### config.mk
export PLATFORM = sky130hd
export DESIGN_NAME = framed_byte_receiver_crc16
export DESIGN_NICKNAME = d
export VERILOG_FILES = /design/src/rtl/fdm_pkg.sv /design/src/rtl/fdm_front.sv /design/src/rtl/fdm_queue.sv /design/src/rtl/fdm_back.sv /design/src/rtl/framed_byte_receiver_crc16.sv
export SDC_FILE = /design/constraint.sdc
export NUM_CORES = 1
export LEC_CHECK = 0
export BUFFER_PORTS_ARGS = -buffer_cell sky130_fd_sc_hd__buf_2
export CORE_AREA = 2 2 202 204
export DETAILED_ROUTE_END_ITERATION = 16
export DIE_AREA = 0 0 204 206
export HOLD_SLACK_MARGIN = 0.12
export PLACE_DENSITY = 0.58
export SETUP_SLACK_MARGIN = 0.5
export SLEW_MARGIN = 20
export SYNTH_ARGS = -nofsm -noshare
export SYNTH_HDL_FRONTEND = slang
export SYNTH_HIERARCHICAL = 1
export SYNTH_SLANG_ARGS = --single-unit
export TNS_END_PERCENT = 5
### constraint.sdc
create_clock -name clock -period 4.9 [get_ports clock]
set_clock_uncertainty 0.05 [all_clocks]
set_input_delay 0.245 -clock clock [delete_from_list [all_inputs] [get_ports clock]]
set_output_delay 0.245 -clock clock [all_outputs]
set_load 0.01 [all_outputs]
### src/rtl/fdm_pkg.sv
package fdm_pkg;

   localparam int PAYLOAD_BYTES = 35;
   localparam int ADDR_W = (PAYLOAD_BYTES > 1) ? $clog2(PAYLOAD_BYTES) : 1;
   localparam int POS_W = 6;
   localparam logic [ADDR_W-1:0] LAST_IDX = ADDR_W'(PAYLOAD_BYTES - 1);
   localparam logic [15:0] PAYLOAD_LEN = 16'(PAYLOAD_BYTES);

   localparam logic [15:0] CRC_INIT = 16'hFFFF;
   localparam logic [15:0] CRC_POLY = 16'h1021;

   // sync word, first byte in the lowest lane: 'F' 'D' 'M' '1'
   localparam logic [3:0][7:0] SYNC_WORD = 32'h314D4446;

   localparam int QUEUE_DEPTH = 4;
   localparam int QPTR_W = $clog2(QUEUE_DEPTH);

   typedef enum logic [2:0] {
      PH_HUNT,
      PH_LEN_LO,
      PH_LEN_HI,
      PH_DATA,
      PH_CRC_LO,
      PH_CRC_HI
   } phase_type;

   typedef enum logic [1:0] {
      CMD_WRITE,
      CMD_ERR_LEN,
      CMD_ERR_CRC,
      CMD_FRAME
   } cmd_type;

   typedef enum logic [1:0] {
      KIND_DATA    = 2'd0,
      KIND_BAD_LEN = 2'd1,
      KIND_BAD_CRC = 2'd2
   } kind_type;

   typedef enum logic [1:0] {
      BK_IDLE,
      BK_FETCH,
      BK_EMIT
   } back_state_type;

   typedef struct packed {
      cmd_type           cmd;
      logic [7:0]        data;
      logic [ADDR_W-1:0] addr;
   } entry_type;

   // crc-16/ccitt-false, one byte msb first
   function automatic logic [15:0] crc_feed(input logic [15:0] crc, input logic [7:0] b);
      logic [15:0] c;
      c = crc ^ {b, 8'h00};
      for (int k = 0; k < 8; k++) begin
         if (c[15]) begin
            c = {c[14:0], 1'b0} ^ CRC_POLY;
         end else begin
            c = {c[14:0], 1'b0};
         end
      end
      return c;
   endfunction

endpackage

### src/rtl/fdm_front.sv
module fdm_front (
   input  logic                clock,
   input  logic                reset,
   input  logic                req_valid,
   output logic                req_ready,
   input  logic [7:0]          req_byte,
   output logic                push_valid,
   output fdm_pkg::entry_type  push_entry,
   input  logic                push_ready
);

   fdm_pkg::phase_type phase_ff, phase_in;
   logic [1:0]                 sync_ff, sync_in;
   logic [7:0]                 len_lo_ff, len_lo_in;
   logic [fdm_pkg::ADDR_W-1:0] count_ff, count_in;
   logic [15:0]                crc_ff, crc_in;
   logic [7:0]                 crc_lo_ff, crc_lo_in;

   logic        accept;
   logic [15:0] crc_next;
   logic [15:0] len_word;
   logic [15:0] crc_word;

   assign req_ready = push_ready;
   assign accept    = req_valid && push_ready;
   assign crc_next  = fdm_pkg::crc_feed(crc_ff, req_byte);
   assign len_word  = {req_byte, len_lo_ff};
   assign crc_word  = {req_byte, crc_lo_ff};

   // next state
   always_comb begin
      phase_in = phase_ff;
      if (accept) begin
         unique case (phase_ff)
            fdm_pkg::PH_LEN_LO: phase_in = fdm_pkg::PH_LEN_HI;
            fdm_pkg::PH_LEN_HI: begin
               phase_in = (len_word == fdm_pkg::PAYLOAD_LEN) ? fdm_pkg::PH_DATA
                                                             : fdm_pkg::PH_HUNT;
            end
            fdm_pkg::PH_DATA: begin
               if (count_ff == fdm_pkg::LAST_IDX) begin
                  phase_in = fdm_pkg::PH_CRC_LO;
               end
            end
            fdm_pkg::PH_CRC_LO: phase_in = fdm_pkg::PH_CRC_HI;
            fdm_pkg::PH_CRC_HI: phase_in = fdm_pkg::PH_HUNT;
            default: begin
               if (req_byte == fdm_pkg::SYNC_WORD[sync_ff] && sync_ff == 2'd3) begin
                  phase_in = fdm_pkg::PH_LEN_LO;
               end else begin
                  phase_in = fdm_pkg::PH_HUNT;
               end
            end
         endcase
      end
   end

   // datapath and queue commands
   always_comb begin
      sync_in    = sync_ff;
      len_lo_in  = len_lo_ff;
      count_in   = count_ff;
      crc_in     = crc_ff;
      crc_lo_in  = crc_lo_ff;
      push_valid = 1'b0;
      push_entry.cmd  = fdm_pkg::CMD_WRITE;
      push_entry.data = req_byte;
      push_entry.addr = count_ff;
      if (accept) begin
         unique case (phase_ff)
            fdm_pkg::PH_LEN_LO: len_lo_in = req_byte;
            fdm_pkg::PH_LEN_HI: begin
               len_lo_in = 8'd0;
               count_in  = '0;
               crc_in    = fdm_pkg::CRC_INIT;
               if (len_word != fdm_pkg::PAYLOAD_LEN) begin
                  push_valid     = 1'b1;
                  push_entry.cmd = fdm_pkg::CMD_ERR_LEN;
               end
            end
            fdm_pkg::PH_DATA: begin
               push_valid = 1'b1;
               crc_in     = crc_next;
               if (count_ff != fdm_pkg::LAST_IDX) begin
                  count_in = count_ff + 1'b1;
               end
            end
            fdm_pkg::PH_CRC_LO: crc_lo_in = req_byte;
            fdm_pkg::PH_CRC_HI: begin
               push_valid     = 1'b1;
               push_entry.cmd = (crc_word == crc_ff) ? fdm_pkg::CMD_FRAME
                                                     : fdm_pkg::CMD_ERR_CRC;
               count_in  = '0;
               crc_in    = fdm_pkg::CRC_INIT;
               crc_lo_in = 8'd0;
            end
            default: begin
               if (req_byte == fdm_pkg::SYNC_WORD[sync_ff]) begin
                  sync_in = (sync_ff == 2'd3) ? 2'd0 : sync_ff + 2'd1;
               end else begin
                  sync_in = (req_byte == fdm_pkg::SYNC_WORD[0]) ? 2'd1 : 2'd0;
               end
            end
         endcase
      end
   end

   always_ff @(posedge clock) begin
      if (reset) begin
         phase_ff  <= fdm_pkg::PH_HUNT;
         sync_ff   <= 2'd0;
         len_lo_ff <= 8'd0;
         count_ff  <= '0;
         crc_ff    <= fdm_pkg::CRC_INIT;
         crc_lo_ff <= 8'd0;
      end else begin
         phase_ff  <= phase_in;
         sync_ff   <= sync_in;
         len_lo_ff <= len_lo_in;
         count_ff  <= count_in;
         crc_ff    <= crc_in;
         crc_lo_ff <= crc_lo_in;
      end
   end

endmodule

### src/rtl/fdm_queue.sv
module fdm_queue (
   input  logic                clock,
   input  logic                reset,
   input  logic                push_valid,
   output logic                push_ready,
   input  fdm_pkg::entry_type  push_entry,
   output logic                pop_valid,
   input  logic                pop_ready,
   output fdm_pkg::entry_type  pop_entry
);

   fdm_pkg::entry_type slots_ff [fdm_pkg::QUEUE_DEPTH];
   logic [fdm_pkg::QPTR_W-1:0] wr_ptr_ff, wr_ptr_in;
   logic [fdm_pkg::QPTR_W-1:0] rd_ptr_ff, rd_ptr_in;
   logic [fdm_pkg::QPTR_W:0]   fill_ff, fill_in;
   logic do_push;
   logic do_pop;

   assign push_ready = (fill_ff != (fdm_pkg::QPTR_W + 1)'(fdm_pkg::QUEUE_DEPTH));
   assign pop_valid  = (fill_ff != '0);
   assign pop_entry  = slots_ff[rd_ptr_ff];
   assign do_push    = push_valid && push_ready;
   assign do_pop     = pop_valid && pop_ready;

   always_comb begin
      wr_ptr_in = do_push ? wr_ptr_ff + 1'b1 : wr_ptr_ff;
      rd_ptr_in = do_pop ? rd_ptr_ff + 1'b1 : rd_ptr_ff;
      fill_in   = fill_ff;
      if (do_push && !do_pop) begin
         fill_in = fill_ff + 1'b1;
      end else if (do_pop && !do_push) begin
         fill_in = fill_ff - 1'b1;
      end
   end

   always_ff @(posedge clock) begin
      if (reset) begin
         wr_ptr_ff <= '0;
         rd_ptr_ff <= '0;
         fill_ff   <= '0;
      end else begin
         wr_ptr_ff <= wr_ptr_in;
         rd_ptr_ff <= rd_ptr_in;
         fill_ff   <= fill_in;
      end
   end

   always_ff @(posedge clock) begin
      if (do_push) begin
         slots_ff[wr_ptr_ff] <= push_entry;
      end
   end

endmodule

### src/rtl/fdm_back.sv
module fdm_back (
   input  logic                       clock,
   input  logic                       reset,
   input  logic                       pop_valid,
   output logic                       pop_ready,
   input  fdm_pkg::entry_type         pop_entry,
   output logic                       out_valid,
   input  logic                       out_ready,
   output fdm_pkg::kind_type          out_kind,
   output logic [7:0]                 out_byte,
   output logic [fdm_pkg::POS_W-1:0]  out_pos,
   output logic                       out_last
);

   logic [7:0] store [fdm_pkg::PAYLOAD_BYTES];

   fdm_pkg::back_state_type st_ff, st_in;
   logic [fdm_pkg::ADDR_W-1:0] idx_ff, idx_in;
   logic [7:0]                 rd_data_ff;

   logic                       out_valid_ff;
   fdm_pkg::kind_type          out_kind_ff;
   logic [7:0]                 out_byte_ff;
   logic [fdm_pkg::POS_W-1:0]  out_pos_ff;
   logic                       out_last_ff;

   logic                       out_free;
   logic                       we;
   logic                       load;
   fdm_pkg::kind_type          ld_kind;
   logic [7:0]                 ld_byte;
   logic [fdm_pkg::POS_W-1:0]  ld_pos;
   logic                       ld_last;

   assign out_free  = !out_valid_ff || out_ready;
   assign out_valid = out_valid_ff;
   assign out_kind  = out_kind_ff;
   assign out_byte  = out_byte_ff;
   assign out_pos   = out_pos_ff;
   assign out_last  = out_last_ff;

   // next state
   always_comb begin
      st_in = st_ff;
      unique case (st_ff)
         fdm_pkg::BK_IDLE: begin
            if (pop_valid && pop_entry.cmd == fdm_pkg::CMD_FRAME) begin
               st_in = fdm_pkg::BK_FETCH;
            end
         end
         fdm_pkg::BK_FETCH: st_in = fdm_pkg::BK_EMIT;
         fdm_pkg::BK_EMIT: begin
            if (out_free) begin
               st_in = (idx_ff == fdm_pkg::LAST_IDX) ? fdm_pkg::BK_IDLE : fdm_pkg::BK_FETCH;
            end
         end
         default: st_in = fdm_pkg::BK_IDLE;
      endcase
   end

   // outputs
   always_comb begin
      pop_ready = 1'b0;
      we        = 1'b0;
      load      = 1'b0;
      ld_kind   = fdm_pkg::KIND_DATA;
      ld_byte   = 8'd0;
      ld_pos    = '0;
      ld_last   = 1'b0;
      idx_in    = idx_ff;
      unique case (st_ff)
         fdm_pkg::BK_IDLE: begin
            if (pop_valid) begin
               unique case (pop_entry.cmd)
                  fdm_pkg::CMD_WRITE: begin
                     pop_ready = 1'b1;
                     we        = 1'b1;
                  end
                  fdm_pkg::CMD_ERR_LEN, fdm_pkg::CMD_ERR_CRC: begin
                     if (out_free) begin
                        pop_ready = 1'b1;
                        load      = 1'b1;
                        ld_last   = 1'b1;
                        ld_kind   = (pop_entry.cmd == fdm_pkg::CMD_ERR_LEN)
                                    ? fdm_pkg::KIND_BAD_LEN : fdm_pkg::KIND_BAD_CRC;
                     end
                  end
                  fdm_pkg::CMD_FRAME: begin
                     pop_ready = 1'b1;
                     idx_in    = '0;
                  end
                  default: pop_ready = 1'b0;
               endcase
            end
         end
         fdm_pkg::BK_EMIT: begin
            if (out_free) begin
               load    = 1'b1;
               ld_byte = rd_data_ff;
               ld_pos  = fdm_pkg::POS_W'(idx_ff);
               ld_last = (idx_ff == fdm_pkg::LAST_IDX);
               if (idx_ff != fdm_pkg::LAST_IDX) begin
                  idx_in = idx_ff + 1'b1;
               end
            end
         end
         default: idx_in = idx_ff;
      endcase
   end

   always_ff @(posedge clock) begin
      if (reset) begin
         st_ff        <= fdm_pkg::BK_IDLE;
         idx_ff       <= '0;
         out_valid_ff <= 1'b0;
      end else begin
         st_ff  <= st_in;
         idx_ff <= idx_in;
         if (load) begin
            out_valid_ff <= 1'b1;
         end else if (out_ready) begin
            out_valid_ff <= 1'b0;
         end
      end
   end

   always_ff @(posedge clock) begin
      if (load) begin
         out_kind_ff <= ld_kind;
         out_byte_ff <= ld_byte;
         out_pos_ff  <= ld_pos;
         out_last_ff <= ld_last;
      end
   end

   // payload store, one write and one registered read port
   always_ff @(posedge clock) begin
      if (we) begin
         store[pop_entry.addr] <= pop_entry.data;
      end
      rd_data_ff <= store[idx_ff];
   end

endmodule

### src/rtl/framed_byte_receiver_crc16.sv
// channel | direction | beat contents
// req_*   | in        | tdata[7:0] rx_byte
// rsp_*   | out       | tdata[7:0] frame_byte, tdata[13:8] byte_position,
//         |           | tuser[1:0] kind, tlast last
//
// the front end takes one byte per cycle while the command queue has room
// a good frame is read back from the payload store through a fetch and an emit
// state per byte (registered store read), and the queue is not popped meanwhile
// bytes that follow a frame are still taken until the four-entry queue fills
// reset is synchronous and returns to the sync hunt; the store needs no clearing
module framed_byte_receiver_crc16 (
   input  logic        clock,
   input  logic        reset,
   input  logic        req_tvalid,
   output logic        req_tready,
   input  logic [7:0]  req_tdata,   // [7:0] rx_byte
   output logic        rsp_tvalid,
   input  logic        rsp_tready,
   output logic [15:0] rsp_tdata,   // [7:0] frame_byte, [13:8] byte_position, [15:14] zero
   output logic [1:0]  rsp_tuser,   // [1:0] kind
   output logic        rsp_tlast
);

   logic               push_valid;
   logic               push_ready;
   fdm_pkg::entry_type push_entry;
   logic               pop_valid;
   logic               pop_ready;
   fdm_pkg::entry_type pop_entry;

   fdm_pkg::kind_type          out_kind;
   logic [7:0]                 out_byte;
   logic [fdm_pkg::POS_W-1:0]  out_pos;

   fdm_front u_front (
      .clock      (clock),
      .reset      (reset),
      .req_valid  (req_tvalid),
      .req_ready  (req_tready),
      .req_byte   (req_tdata),
      .push_valid (push_valid),
      .push_entry (push_entry),
      .push_ready (push_ready)
   );

   fdm_queue u_queue (
      .clock      (clock),
      .reset      (reset),
      .push_valid (push_valid),
      .push_ready (push_ready),
      .push_entry (push_entry),
      .pop_valid  (pop_valid),
      .pop_ready  (pop_ready),
      .pop_entry  (pop_entry)
   );

   fdm_back u_back (
      .clock     (clock),
      .reset     (reset),
      .pop_valid (pop_valid),
      .pop_ready (pop_ready),
      .pop_entry (pop_entry),
      .out_valid (rsp_tvalid),
      .out_ready (rsp_tready),
      .out_kind  (out_kind),
      .out_byte  (out_byte),
      .out_pos   (out_pos),
      .out_last  (rsp_tlast)
   );

   assign rsp_tdata = {2'b00, out_pos, out_byte};
   assign rsp_tuser = out_kind;

endmodule

# Word-level counts from Yosys, hierarchy flattened

Memories as Yosys holds them, arrays and structs flattened. A register that Yosys moved wholly into a read port is not among the register bits.
Index checks and enable logic that the tools add are counted.

Mux-type cells: 61
Eq/ne operators: 28
Bitwise logic cells: 10
Order comparisons: 1
Reduce and logical (&&, ||, !) cells: 35
Add/subtract/negate cells: 7

Operators by type and width:

| cell                | count |
|---|---|
| $mux 13             | 8 |
| $pmux 16 s2         | 1 |
| $pmux 8 s2          | 2 |
| $mux 6              | 5 |
| $not 3->3           | 8 |
| $pmux 6 s2          | 2 |
| $mux 1              | 22 |
| $mux 2              | 9 |
| $bmux 8 s2          | 1 |
| $eq 16x16->1        | 1 |
| $eq 16x6->1 const B | 1 |
| $ne 16x6->1 const B | 1 |
| $xor 16x16->16      | 1 |
| $pmux 3 s5          | 1 |
| $ne 2x1->1 const B  | 7 |
| $reduce_and 2->1    | 7 |
| $add 6x1->6 const B | 2 |
| $eq 6x6->1 const B  | 2 |
| $ne 6x6->1 const B  | 2 |
| $reduce_bool 2->1   | 6 |
| $mux 3              | 3 |
| $eq 2x2->1 const B  | 4 |
| $eq 8x7->1 const B  | 1 |
| $eq 8x8->1          | 1 |
| 24 further kinds    | 44 |

Memories kept: 2
Output and inout port bits: 21
Input port bits: 12
Word-level logic and storage cells: 160
Register bits after elaboration: 76
Memory bits (writable): 344

Memory list:

| name             | depth | width | read ports | clocked after memory_dff | wr ports | line            | text |
|---|---|---|---|---|---|---|---|
| u_back.store     | 35    | 8     | 1          | 1                        | 1        | fdm_back.sv:15  | `logic [7:0] store [fdm_pkg::PAYLOAD_BYTES];` |
| u_queue.slots_ff | 4     | 16    | 1          | 1                        | 1        | fdm_queue.sv:12 | `fdm_pkg::entry_type slots_ff [fdm_pkg::QUEUE_DEPTH];` |

# Logic depth before layout (Yosys ltp)

Depth in word-level cells: 18
Depth in mapped cells: 13

# Cells and area by module

Netlist, hierarchy kept.

Modules (own cells, without submodules):

| module                     | area each (um2) | cells an instance | instances | seq. area each (um2) |
|---|---|---|---|---|
| fdm_back                   | 12440.7         | 675               | 1         | 9258.9 |
| fdm_queue                  | 2824.0          | 132               | 1         | 2102.0 |
| fdm_front                  | 2394.8          | 286               | 1         | 860.8 |
| framed_byte_receiver_crc16 | 18.8            | 3                 | 1         | 0.0 |

# Least setup slack after synthesis

OpenSTA, ideal clock, no wires.

Path type: flip-flop to flip-flop
Start point: register with a tool-made name
End point: register u_queue/fill_ff[2] (netlist bit)
Data required time: 4780 ps
Slack: 2054 ps
Buffers on the path: 2
Arrival time: 2726 ps
Cell stages (with the launch flop): 14
Cell sequence: dfxtp_1 > buf_6 > buf_12 > mux4_2 > inv_1 > ha_1 > a21boi_0 > o31ai_2 > ha_1 > inv_1 > fa_1 > xor2_1 > or3_1 > a21oi_1

RTL lines:

| what                 | line            | text |
|---|---|---|
| to (signal assigned) | fdm_queue.sv:44 | `fill_ff <= fill_in;` |
| to (decl)            | fdm_queue.sv:15 | `logic [fdm_pkg::QPTR_W:0] fill_ff, fill_in;` |

==> results.yml <==
cells_and_area:
  syn_to_final_growth_pct: 11.79
  antenna_cells: 0
  drive_above_1_share_pct: 18.95
  nets: 1162
  instances_no_fill: 1698
yosys:
  synth.avg_cell_area_um2: 16.13
  synth_area_um2: 17680
  synth_edf_count: 361
  synth_compound_area_share_pct: 5.245
  synth_adder_area_share_pct: 1.175
  synth.largest_area_cell: "edfxtp_1"
  yosys-top-cells-count: "edfxtp_1, nor2_1, dfxtp_1, mux2i_1, mux2_2"
  synth_mux_area_share_pct: 12.13
  synth_simple_gate_area_share_pct: 7.460
  synth-main-ff-cell: "edfxtp_1"
  syn_inst: 1096
  ys_ff_latch: 430
  synth_top_area_share_pct: 61.32
  synth_area_leaders: "edfxtp_1, dfxtp_1, mux4_2"
  yosysSeqAreaShare_pct: 69.13
  yosysWarnings: 6
  synth_xor_area_share_pct: 2.300
  synth_top_family_by_area: "multiplexers"
  yosysUniqueCellTypes: 76
  async_flop_share_pct: 0
  yosysMostFrequentCell: "edfxtp_1"
power_and_ir_drop:
  seqPwrFrac_pct: 50.5
  p_clk_share_pct: 38.7
  p_sw_mw: 2.108
  p_leak_nw: 6.313
  powerDensity_nw_per_um2: 439.9
  p_int_mw: 6.586
  sw_frac_of_total_pct: 24.25
  peakVddDrop_mv: 0.2986
  combPwrFrac_pct: 10.8
floorplanning:
  core_area_um2: 40180
  die_w_um: 204
  die_height_um: 206
  start_util_pct: 43.99
  ios: 33
  rows: 74
  die_area_um2: 42020
route:
  drcViolationCount: 0
  postRouteAntennaNets: 0
  drtPass1Iterations: 8
  drt_iter0_markers: 567
  totalWireLength_um: 37620
  via_per_inst: 5.451
  vias: 9256
  wl_per_cell_um: 22.15
clocking:
  clock_path_buffers: 3
  h-tree-depth: 2
  cts_tree: "done"
  cts_made_buffers: 45
  cts.sinks: 430
  clk_pin_slew_ps: 60
  worstSkewPairLatency_ps: 560
  cts_root_buf: "clkbuf_16"
timing:
  hold_viol: 0
  fin_crit_ps: 3345
  worst_slew_pin_slew_ps: 958.8
  slew-limit-headroom_pct: 36.08
  maxSlewViolCount: 0
  setup_viol: 0
  rsz0062_at_grt: "false"
  fmax_mhz: 298.9
  fin_crit_sh_pct: 68.27
  setup_tns_ps: 0
job:
  drv_cap: 0
global_routing:
  grt_antenna_before_repair: 0
  grt_pass1_vias: 9347
  grt_max_degree: 44
  grt_overflow: 0
  gr-usage-all-layers_pct: 18.26
  grt_pass1_wl_um: 57380
placement:
  dp_hpwl_um: 24000
  dpl.cell_count: 1609
  place_congestion: 0.7859
  portBuffers: 30
critical_path:
  end_kind: "flop"
  path_class: "reg2reg"
  cp_max_fo: 9
  r2r-end: "u_back/store[22][6]$_DFFE_PP_"
  critPathLaunchType: "flop"
  critPathRequiredTime_ps: 5030
  reg2reg_slack_ps: 1550
  cp.arrival_ps: 3470
  reg2regPathDepth: 6
outcome:
  status: "completed"
worst_hold_path:
  hp-class: "in2reg"
  hold_end: "u_front/phase_ff[1]$_SDFFE_PP0P_"
  whs_path_depth: 5
  hp-start: "req_tvalid"
## layout make-up
class                   count  area, um2
multi-input cells         589       5001
repair buffers             52      352.8
well taps                 532      665.6
inverters                  16      60.06
clock buffers              58       1205
flip-flops and latches    430      12230
clock inverters            21      247.7
fillers                  3424      20420
## logic make-up (layout without fill, tap and decap cells)
logic type,count (synthesis),after routing
flip-flops,430,430
AND/OR/NAND/NOR,255,255
multiplexers,146,146
AO/OA/AOI/OAI,127,127
buffers and inverters,78,147
XOR/XNOR,43,43
adder cells (fa/ha/maj),16,16
other,1,2
## critical path, stage by stage, from the launching register on
cell,delay (ps)
dfxtp_1,670
mux4_1,650
inv_1,100
ha_1,190
and3b_1,230
nand3_1,340
nor2_1,720
## metrics by stage
stage	hold slack, ps	total power [mW]	setup WS, ps	util, %	cell area, um2
floorplan	266.6	5.068	2054	-	17680
global placement	401.0	5.408	1576	45.32	18210
detailed placement	413.5	5.427	1533	45.32	18210
CTS	156.8	8.802	1501	49.18	19760
global route	233.0	9.040	1327	49.18	19760
finish	200.5	8.695	1555	49.18	19760
## what timing repair did
item                                   CTS  global route
hold buffers                            10             0
resized for setup                        0             0
buffers inserted                         0             0
endpoints found under the hold margin   42             0
## worst max-delay path by stage
stage,end,slack (ps),cells past startpoint
5_1_grt,u_back/store[16][7]$_DFFE_PP_,1330,6
2_1_floorplan,u_queue/fill_ff[2]$_SDFFE_PP0P_,2050,13
3_3_place_gp,u_back/store[22][7]$_DFFE_PP_,1580,6
3_5_place_dp,u_back/store[22][7]$_DFFE_PP_,1530,6
6_report,u_back/store[22][6]$_DFFE_PP_,1550,6
4_1_cts,u_back/store[22][2]$_DFFE_PP_,1500,6
## per-layer routing
layer	vias up	global-route usage [%]	wire, um
met5	-	0	0
met4	0	5.331	923
met3	61	2.539	1308
met2	181	30.28	18200
met1	4718	25.26	17190
li1	4296	-	-
## flip-flops by register name, indices dropped and copies added, names as in the netlist, named ones only
name	cells
u_back/idx_ff	6
u_queue/slots_ff	64
u_back/out_pos	6
u_queue/fill_ff	3
u_back/store	280
u_back/st_ff	2
u_queue/wr_ptr_ff	2
u_back/rd_data_ff	8
u_front/phase_ff	3
u_front/crc_lo_ff	8
u_front/crc_ff	16
u_front/sync_ff	2
u_back/out_byte	8
u_back/out_last	1
u_back/out_kind	2
u_back/out_valid	1
u_front/count_ff	6
u_front/len_lo_ff	8
u_queue/rd_ptr_ff	2
## power by group through the flow
stage | Sequential [mW] | Combinational (mW) | Clock (mW)
after detailed placement | 4.47 | 0.957 | 0
after floorplan | 4.46 | 0.610 | 0
final | 4.39 | 0.937 | 3.37
after global routing | 4.41 | 1.04 | 3.59
after global placement | 4.47 | 0.941 | 0
after CTS | 4.39 | 0.963 | 3.44
## cell usage in the layout (no fill, tap or decap), types with 19 or more instances in the layout
cell and n:
mux2i_1 50, edfxtp_1 361, a21oi_1 43, clkbuf_16 45, mux2_2 47, xnor2_1 21, buf_2 30, dfxtp_1 66
and2_1 19, mux4_2 45, nand2_1 40, nor2_1 98
(Power assumes the default switching activity.)
